[config.mk]
export PLATFORM = sky130hd
export DESIGN_NAME = argb_alpha_rect_fill
export DESIGN_NICKNAME = d
export VERILOG_FILES = /design/src/design/arf_pkg.sv /design/src/design/arf_blend.sv /design/src/design/argb_alpha_rect_fill.sv
export SDC_FILE = /design/constraint.sdc
export NUM_CORES = 2
export LEC_CHECK = 0
export BUFFER_PORTS_ARGS = -buffer_cell sky130_fd_sc_hd__buf_2
export CAP_MARGIN = 10
export CORE_ASPECT_RATIO = 1.1
export CORE_MARGIN = 1.5
export CORE_UTILIZATION = 45
export CTS_BUF_LIST = sky130_fd_sc_hd__clkbuf_8
export CTS_CLUSTER_SIZE = 16
export DETAILED_ROUTE_END_ITERATION = 10
export GPL_TIMING_DRIVEN = 0
export SLEW_MARGIN = 20
export SYNTH_ARGS = -nofsm -noshare
export SYNTH_HDL_FRONTEND = slang
export SYNTH_SLANG_ARGS = --single-unit
[constraint.sdc]
create_clock -name clk -period 8.23 [get_ports clk]
set_input_delay 1.646 -clock clk [delete_from_list [all_inputs] [get_ports clk]]
set_output_delay 1.646 -clock clk [all_outputs]
set_load 0.02 [all_outputs]
[src/design/arf_pkg.sv]
// Shared types, constants and helpers for the ARGB alpha rectangle fill block.
// No dependencies.
package arf_pkg;

	localparam int MAX_DIM   = 4096;
	localparam int DIM_W     = $clog2(MAX_DIM) + 1;
	localparam int COORD_W   = 12;
	localparam int RECT_W    = 14;
	localparam int PIX_W     = 32;
	localparam int ADDR_W    = 24;
	localparam int CFG_IDX_W = 3;
	localparam int CFG_DAT_W = 32;

	typedef enum logic [CFG_IDX_W-1:0] {
		REG_SURFACE_WIDTH  = 3'd0,
		REG_SURFACE_HEIGHT = 3'd1,
		REG_RECT_LEFT      = 3'd2,
		REG_RECT_TOP       = 3'd3,
		REG_RECT_WIDTH     = 3'd4,
		REG_RECT_HEIGHT    = 3'd5,
		REG_FILL_COLOR     = 3'd6
	} cfg_reg_t;

	typedef struct packed {
		logic s2;
		logic s3;
	} stage_en_t;

	// exact v/255 for v <= 255*255
	function automatic logic [7:0] div255(input logic [15:0] v);
		logic [16:0] t;
		t = {1'b0, v} + 17'd1 + 17'(v[15:8]);
		return t[15:8];
	endfunction

endpackage

[src/design/arf_blend.sv]
// Source-over blend datapath, pipeline stages 2 and 3.
// Depends on arf_pkg.
module arf_blend (
	input  logic                    clk,
	input  arf_pkg::stage_en_t      en,
	input  logic [31:0]             dst_s1,
	input  logic [31:0]             color,
	output logic [31:0]             blend_s3
);
	import arf_pkg::*;

	logic [7:0]  a;
	logic [7:0]  inv;
	logic [15:0] sum_s2 [3];
	logic [15:0] aprod_s2;
	logic [7:0]  da_s2;
	logic [8:0]  na;

	assign a   = color[31:24];
	assign inv = 8'd255 - a;

	always_ff @(posedge clk) begin
		if (en.s2) begin
			for (int i = 0; i < 3; i++) begin
				sum_s2[i] <= 16'(color[8*i +: 8]) * 16'(a) + 16'(dst_s1[8*i +: 8]) * 16'(inv);
			end
			aprod_s2 <= 16'(8'd255 - dst_s1[31:24]) * 16'(a);
			da_s2    <= dst_s1[31:24];
		end
	end

	assign na = {1'b0, da_s2} + {1'b0, div255(aprod_s2)};

	always_ff @(posedge clk) begin
		if (en.s3) begin
			for (int i = 0; i < 3; i++) begin
				blend_s3[8*i +: 8] <= div255(sum_s2[i]);
			end
			blend_s3[31:24] <= na[7:0];
		end
	end

endmodule

[src/design/argb_alpha_rect_fill.sv]
// Top level of the ARGB8888 alpha rectangle fill: config registers, clip test,
// address generation and the three-stage stream pipeline.
// Depends on arf_pkg and arf_blend.
// Each accepted input beat moves through stages 1, 2 and 3 to the matching output beat.
// Throughput: one beat per cycle unless m_tready is low; each stage stalls on its own.
// The row*width multiplier and the channel multipliers sit in stage 2, div255 in stage 3.
// Reset: all stages empty, registers back to width 640, height 480, others zero.
module argb_alpha_rect_fill (
	input  logic                            clk,
	input  logic                            arst_n,
	input  logic                            s_tvalid,
	output logic                            s_tready,
	input  logic [55:0]                     s_tdata,   // pixel_col, pixel_row, pixel_in
	output logic                            m_tvalid,
	input  logic                            m_tready,
	output logic [55:0]                     m_tdata,   // pixel_out, word_address
	output logic                            m_tuser,   // write_enable
	input  logic                            cfg_we,
	input  logic [arf_pkg::CFG_IDX_W-1:0]   cfg_index,
	input  logic [arf_pkg::CFG_DAT_W-1:0]   cfg_data
);
	import arf_pkg::*;

	logic [DIM_W-1:0]  sw_q, sh_q;
	logic [RECT_W-1:0] left_q, top_q, rw_q, rh_q;
	logic [PIX_W-1:0]  color_q;

	always_ff @(posedge clk or negedge arst_n) begin
		if (!arst_n) begin
			sw_q    <= DIM_W'(640);
			sh_q    <= DIM_W'(480);
			left_q  <= '0;
			top_q   <= '0;
			rw_q    <= '0;
			rh_q    <= '0;
			color_q <= '0;
		end else if (cfg_we) begin
			case (cfg_reg_t'(cfg_index))
				REG_SURFACE_WIDTH:  sw_q    <= cfg_data[DIM_W-1:0];
				REG_SURFACE_HEIGHT: sh_q    <= cfg_data[DIM_W-1:0];
				REG_RECT_LEFT:      left_q  <= cfg_data[RECT_W-1:0];
				REG_RECT_TOP:       top_q   <= cfg_data[RECT_W-1:0];
				REG_RECT_WIDTH:     rw_q    <= cfg_data[RECT_W-1:0];
				REG_RECT_HEIGHT:    rh_q    <= cfg_data[RECT_W-1:0];
				REG_FILL_COLOR:     color_q <= cfg_data[PIX_W-1:0];
				default: ;
			endcase
		end
	end

	logic [DIM_W-1:0] sw_sat, sh_sat;
	assign sw_sat = (sw_q > DIM_W'(MAX_DIM)) ? DIM_W'(MAX_DIM) : sw_q;
	assign sh_sat = (sh_q > DIM_W'(MAX_DIM)) ? DIM_W'(MAX_DIM) : sh_q;

	logic [COORD_W-1:0] in_col, in_row;
	logic [PIX_W-1:0]   in_pix;
	assign in_col = s_tdata[11:0];
	assign in_row = s_tdata[23:12];
	assign in_pix = s_tdata[55:24];

	logic signed [RECT_W:0] col_x, row_x, left_x, top_x, rw_x, rh_x, cend_x, rend_x;
	logic col_ok, row_ok, we_in;

	assign col_x  = signed'({3'b000, in_col});
	assign row_x  = signed'({3'b000, in_row});
	assign left_x = signed'({left_q[RECT_W-1], left_q});
	assign top_x  = signed'({top_q[RECT_W-1], top_q});
	assign rw_x   = signed'({rw_q[RECT_W-1], rw_q});
	assign rh_x   = signed'({rh_q[RECT_W-1], rh_q});
	assign cend_x = left_x + rw_x;
	assign rend_x = top_x + rh_x;

	assign col_ok = (rw_x > 0) && ({1'b0, in_col} < sw_sat) && (col_x >= left_x) && (col_x < cend_x);
	assign row_ok = (rh_x > 0) && ({1'b0, in_row} < sh_sat) && (row_x >= top_x) && (row_x < rend_x);
	assign we_in  = (color_q[31:24] != 8'd0) && col_ok && row_ok;

	// pipeline control
	logic v_s1, v_s2, v_s3;
	logic adv1, adv2, adv3;
	stage_en_t en;

	assign adv3     = !v_s3 || m_tready;
	assign adv2     = !v_s2 || adv3;
	assign adv1     = !v_s1 || adv2;
	assign s_tready = adv1;
	assign en       = '{s2: adv2 && v_s1, s3: adv3 && v_s2};

	always_ff @(posedge clk or negedge arst_n) begin
		if (!arst_n) begin
			v_s1 <= 1'b0;
			v_s2 <= 1'b0;
			v_s3 <= 1'b0;
		end else begin
			if (adv1) v_s1 <= s_tvalid;
			if (adv2) v_s2 <= v_s1;
			if (adv3) v_s3 <= v_s2;
		end
	end

	logic [COORD_W-1:0] col_s1, row_s1;
	logic [PIX_W-1:0]   pix_s1, pix_s2, pix_s3;
	logic               we_s1, we_s2, we_s3;
	logic [ADDR_W-1:0]  addr_s2, addr_s3;
	logic [COORD_W+DIM_W-1:0] addr_full;

	assign addr_full = (COORD_W+DIM_W)'(row_s1) * (COORD_W+DIM_W)'(sw_sat)
		+ (COORD_W+DIM_W)'(col_s1);

	always_ff @(posedge clk) begin
		if (adv1 && s_tvalid) begin
			col_s1 <= in_col;
			row_s1 <= in_row;
			pix_s1 <= in_pix;
			we_s1  <= we_in;
		end
		if (en.s2) begin
			addr_s2 <= addr_full[ADDR_W-1:0];
			pix_s2  <= pix_s1;
			we_s2   <= we_s1;
		end
		if (en.s3) begin
			addr_s3 <= addr_s2;
			pix_s3  <= pix_s2;
			we_s3   <= we_s2;
		end
	end

	logic [PIX_W-1:0] blend_s3;

	arf_blend u_blend (
		.clk      (clk),
		.en       (en),
		.dst_s1   (pix_s1),
		.color    (color_q),
		.blend_s3 (blend_s3)
	);

	assign m_tvalid = v_s3;
	assign m_tuser  = we_s3;
	assign m_tdata  = {addr_s3, we_s3 ? blend_s3 : pix_s3};

	a_out_hold: assert property (@(posedge clk) disable iff (!arst_n)
		(v_s3 && !m_tready) |=> (v_s3 && $stable(addr_s3) && $stable(we_s3)))
		else $error("output stage changed while stalled");

	a_mid_hold: assert property (@(posedge clk) disable iff (!arst_n)
		(v_s2 && !adv2) |=> (v_s2 && $stable(pix_s2) && $stable(addr_s2)))
		else $error("stage 2 changed while stalled");

	a_full_stall: assert property (@(posedge clk) disable iff (!arst_n)
		(v_s1 && v_s2 && v_s3 && !m_tready) |-> !s_tready)
		else $error("full pipeline accepted a beat under backpressure");

endmodule
* After elaboration in Yosys (flattened, before gate mapping) *
Memories as Yosys holds them, arrays and structs flattened.
Index checks and enable logic that the tools add are counted.

storage, ports and cells
  memories kept = 1
  flip-flop bits (word level) = 344
  bits in writable memories = 48
  input bits = 96

memory list
  name            words  width  rd ports  clocked after Yosys merged registers in  write ports  line             source
  u_blend.sum_s2  3      16     3         0                                        3            arf_blend.sv:14  logic [15:0] sum_s2 [3];

cells by class
  magnitude comparators = 10
  multipliers = 8
  eq/ne operators = 6
  mux-type cells = 5
  add/sub/neg operators = 17
  reduce and logical (&&, ||, !) cells = 26

operators with widths
  operator                 count
  $mul A8 B8 Y16           6
  $add A16 B1 Y16 const B  4
  $add A16 B8 Y16          4
  $add A16 B16 Y16         3
  $mux W32                 1
  $add A14 B14 Y15         2
  $lt A13 B15 Y1           2
  $ge A13 B14 Y1           2
  $gt A14 B1 Y1 const B    2
  $gt A13 B13 Y1 const B   2
  $lt A12 B13 Y1           2
  $mux W13                 2
  $add A24 B12 Y24         1
  $mul A12 B13 Y24         1
  $mul A16 B8 Y16          1
  $reduce_and A2 Y1        7
  $logic_and A1 B1 Y1      11
  $eq A3 B3 Y1 const B     3
  $sub A8 B8 Y9 const A    1
  $add A8 B8 Y8            1
  $reduce_bool A8 Y1       1
  $sub A8 B8 Y8 const A    1
  $eq A3 B2 Y1 const B     2
  $eq A3 B1 Y1 const B     1
  4 further kinds          9

* Depth between registers and ports, before layout *
  depth after elaboration = 8
  gate-level depth with buffers = 24

* By module *
A second synthesis with hierarchy kept.

second synthesis, totals
  cells, all modules = 3536
  area, all modules = 38212.9 um^2

modules (own cells, without submodules)
  module                area each (um^2)  cells an instance  instances
  arf_blend             19816.5           2000               1
  argb_alpha_rect_fill  18396.4           1536               1

* Worst setup path before layout *
Ideal clock, no wire load.

  path kind = register -> register
  from = register sw_q[12]
  to = register addr_s2[23] (data pin)
  buffers on the path = 3
  stages on the path, launching flop included = 24
  path slack = 2.310 ns
  required time = 7.972 ns
  data arrival time = 5.663 ns
  cell sequence = dfrtp_1 -> clkbuf_1 -> clkbuf_1 -> nor2b_1 -> clkbuf_1 -> and2_1 -> fa_1 -> inv_1 -> fa_1 -> inv_1 -> fa_1 -> fa_1 -> inv_1 -> fa_1 -> inv_1 -> ha_1 -> o21ai_1 -> nor3_1 -> a2111o_1 -> a41o_1 -> a21o_1 -> nor2b_4 -> o221a_1 -> xnor2_1

on the way
  cells in the longest elaborated chain, start to end = 4

RTL lines
  what                      line                         source
  start: declaration        argb_alpha_rect_fill.sv:24   logic [DIM_W-1:0] sw_q, sh_q;
  start signal: assignment  argb_alpha_rect_fill.sv:39   REG_SURFACE_WIDTH: sw_q <= cfg_data[DIM_W-1:0];
  $gt A13 B13 Y1            argb_alpha_rect_fill.sv:52   assign sw_sat = (sw_q > DIM_W'(MAX_DIM)) ? DIM_W'(MAX_DIM) : sw_q;
  $mux W13 (*)              argb_alpha_rect_fill.sv:52
  $mul A12 B13 Y24 (*)      argb_alpha_rect_fill.sv:106  assign addr_full = (COORD_W+DIM_W)'(row_s1) * (COORD_W+DIM_W)'(sw_sat)
  $add A24 B12 Y24 (*)      argb_alpha_rect_fill.sv:107  + (COORD_W+DIM_W)'(col_s1);
  named net addr_full[23]   argb_alpha_rect_fill.sv:104  logic [COORD_W+DIM_W-1:0] addr_full;
  end signal: assignment    argb_alpha_rect_fill.sv:117  addr_s2 <= addr_full[ADDR_W-1:0];
  end: declaration          argb_alpha_rect_fill.sv:103  logic [ADDR_W-1:0] addr_s2, addr_s3;

Mark *: on every way through the listed nets, which the timed path passes. The rest lies on a longest branch.
A chain may end at the register's enable or synchronous reset.

==> flow_summary.ini <==
[outcome]
status = complete, no violations

[finish]
layout.area.seq_um2 = 11000
fillCellCount = 7601
final_common_cell = inv_1
fin_util = 0.503
final_cell_mix = inv_1 (647), fa_1 (447), ha_1 (421), edfxtp_1 (267), nand2_1 (226)
multi_input_area_um2 = 23800
stdcell_count = 4827
areaGrowthSynthToFinish_pct = 10.3
layout.nets = 4668
drive_gt1_frac = 0.110

[synthesis]
synth_top_cell_by_area = fa_1
ys_warn_count = 0
synth_top_area_frac = 0.239
syn_avg_cell_area_um2 = 10.8
synth_area_leaders = fa_1 (24%), edfxtp_1 (21%), ha_1 (14%), dfrtp_1 (7.4%), inv_1 (6.3%)
synth-seq-cells = 384
synth_enable_flop_cells = 267
synthCells = 3467
ys_async_sr_fraction = 0.305
synth_area_um2 = 37500
synth.distinct_cells = 60
synth_flop_cell = edfxtp_1
ys_seq_area_frac = 0.292

[drt]
drt_pre_antenna_iters = 5
drtIter0Drc = 1287
vias = 24926
drc = 0
drt_wl_total_um = 93400
ant_nets = 0
wire_per_inst_um = 19.4
viasPerCell = 5.16

[global_route]
antenna_found_initial = 6
grt_pass1_vias = 26405
grtUsageTotal = 0.229
grt_max_degree = 84
grt_overflow = 0
grt_pass1_wl_um = 149000

[clock_network]
cts_inserted_buffers = 72
clkTransAtPathRegs_ns = 0.05
root_buffer = clkbuf_8
postCtsResizedCells = 0
holdBufCountCts = 0
cts.sink_count = 384
clock_latency_ns = 0.71
cts_tree = yes
cts_setup_buffers = 0
clockBufferDepth = 3
htree_levels = 3

[timing]
rsz0062_at_grt = no
fin_crit_sh = 0.851
worst_slack_ns = 1.22
period_needed_ns = 7.01
finalSetupTns_ns = 0
tightest_slew_ns = 1.01
final_hold_viol_count = 0
finalSetupViolations = 0
maxSlewHeadroom = 0.323
clock_skew_ns = 0.0532
fmax_mhz = 143
slew_viol_final = 0

[worst_hold_path]
hp-class = reg -> reg
hp-start = pix_s2[16]

[place]
numPortBuffers = 154
place.gp.congestion = 0.860
hpwlAfterDp_um = 73400
place_ws_ns = 1.25
placed_cells = 4694

[floorplanning]
dieHeight_um = 306
std_cell_rows = 110
floorplan.initialDensity = 0.456
core_um2 = 82200
io_pins = 155
die_w_um = 278
dieArea_um2 = 85100

[setup_path]
cp_cell_sequence = clkbuf_1 > clkbuf_1 > nand2b_1 > fa_1 > inv_1 > fa_1 > fa_1 > inv_1 > fa_1 > fa_1 > fa_1 > inv_1 > ha_1 > a21oi_1 > o21ai_1 > a41o_1 > o41ai_1 > o21bai_1 > a21oi_1 > xnor2_1
crit_slowest_cell = clkbuf_1
required_ns = 8.64
critPathCaptureType = register
path_common_cell = fa_1
reg2reg_from = color_q[24]
crit_fanout = 10
cp.arrival_ns = 7.42
start_kind = register
path_buf_inv = 5
criticalPathCategory = reg -> reg
cp_top_family = adder cells
crit_start = color_q[24]
slowest_delay_ns = 0.77

[flow_run]
drv_cap = 0
sequential cells by signal, summed over array words and instances (netlist names), 12 cells and up:
name              cells
addr_s2              24
sh_q                 13
rw_q                 14
pix_s1               32
rh_q                 14
u_blend.sum_s2       48
color_q              32
left_q               14
col_s1               12
pix_s3               32
pix_s2               32
sw_q                 13
addr_s3              24
u_blend.aprod_s2     16
row_s1               12
top_q                14
u_blend.blend_s3     32
Yosys cell counts (all sizes together), types with 3 or more instances:
master / instances
o21bai: 13
and3: 20
and2: 194
nor3b: 6
a211oi: 19
nor4: 10
o211ai: 6
xnor2: 87
dfstp: 6
xor2: 47
or2: 3
a21oi: 84
a211o: 4
or3: 4
nor2b: 201
nor3: 39
clkbuf: 88
nand4b: 4
o21a: 25
a31oi: 11
nand2: 226
a41o: 3
o21ai: 60
nor2: 70
inv: 626
nand3: 36
nand2b: 102
ha: 421
a2111o: 3
o31ai: 4
fa: 447
nand4: 8
buf: 12
o2111ai: 8
dfrtp: 111
mux2: 137
edfxtp: 267
o41ai: 5
a21o: 28
o22ai: 3
stage by stage:
step           hold slack, ns  cell area (µm²)
4_1_cts                 0.418            41400
3_3_place_gp            0.402            39600
2_1_floorplan           0.400            37500
6_report                0.416            41400
3_5_place_dp            0.405            39800
5_1_grt                 0.422            41400
worst paths after layout:
path,slack (ns),to,cells after the start
setup / recovery,1.22,u_blend.sum_s2[0][47],20
hold / removal,0.42,pix_s3[16],0
setup reg to reg,1.22,u_blend.sum_s2[0][47],20
hold reg to reg,0.42,pix_s3[16],0
max in group asynchronous,6.60,color_q[21],2
min in group asynchronous,0.81,sh_q[4],1
cells by family after synthesis:
family,count (synthesis),share of synthesized area
simple gates,929,0.134
xor+xnor,134,0.0313
compound gates,288,0.0499
fa+ha+maj,868,0.379
buf+inv,726,0.0727
mux,137,0.0411
flops,384,0.292
other cells,1,0.000100
final cells by class:
type	instances	area share
multi-input cells	2359	0.577
flip-flops and latches	384	0.265
inverters	626	0.0568
well taps	1064	0.0322
clock buffers	82	0.0273
repair buffers	161	0.0229
clock inverters	49	0.0101
plain buffers	100	0.00911
diodes	2	0.000121
worst register-to-register path, stage by stage, from the launching register on:
cell      delay (ns)
dfrtp_1         0.32
clkbuf_1        0.75
clkbuf_1        0.78
nand2b_1        0.23
fa_1            0.42
inv_1           0.08
fa_1            0.44
fa_1            0.55
inv_1           0.05
fa_1            0.51
fa_1            0.43
fa_1            0.49
inv_1           0.04
ha_1            0.34
a21oi_1         0.14
o21ai_1         0.11
a41o_1          0.27
o41ai_1         0.43
o21bai_1        0.11
a21oi_1         0.18
xnor2_1         0.08
routing by layer:
| metal | wire, µm | track usage | vias up | share of wire |
|---|---|---|---|---|
| li1 | - | - | 11663 | - |
| met1 | 40100 | 0.297 | 12503 | 0.43 |
| met2 | 45400 | 0.390 | 589 | 0.49 |
| met3 | 4840 | 0.0360 | 167 | 0.052 |
| met4 | 3010 | 0.0784 | 4 | 0.032 |
| met5 | 31 | 0 | - | 0.00033 |
Power is left out: the tool's default activity adds up to more than one toggle a clock period on the data nets, which glitch-free logic cannot reach.
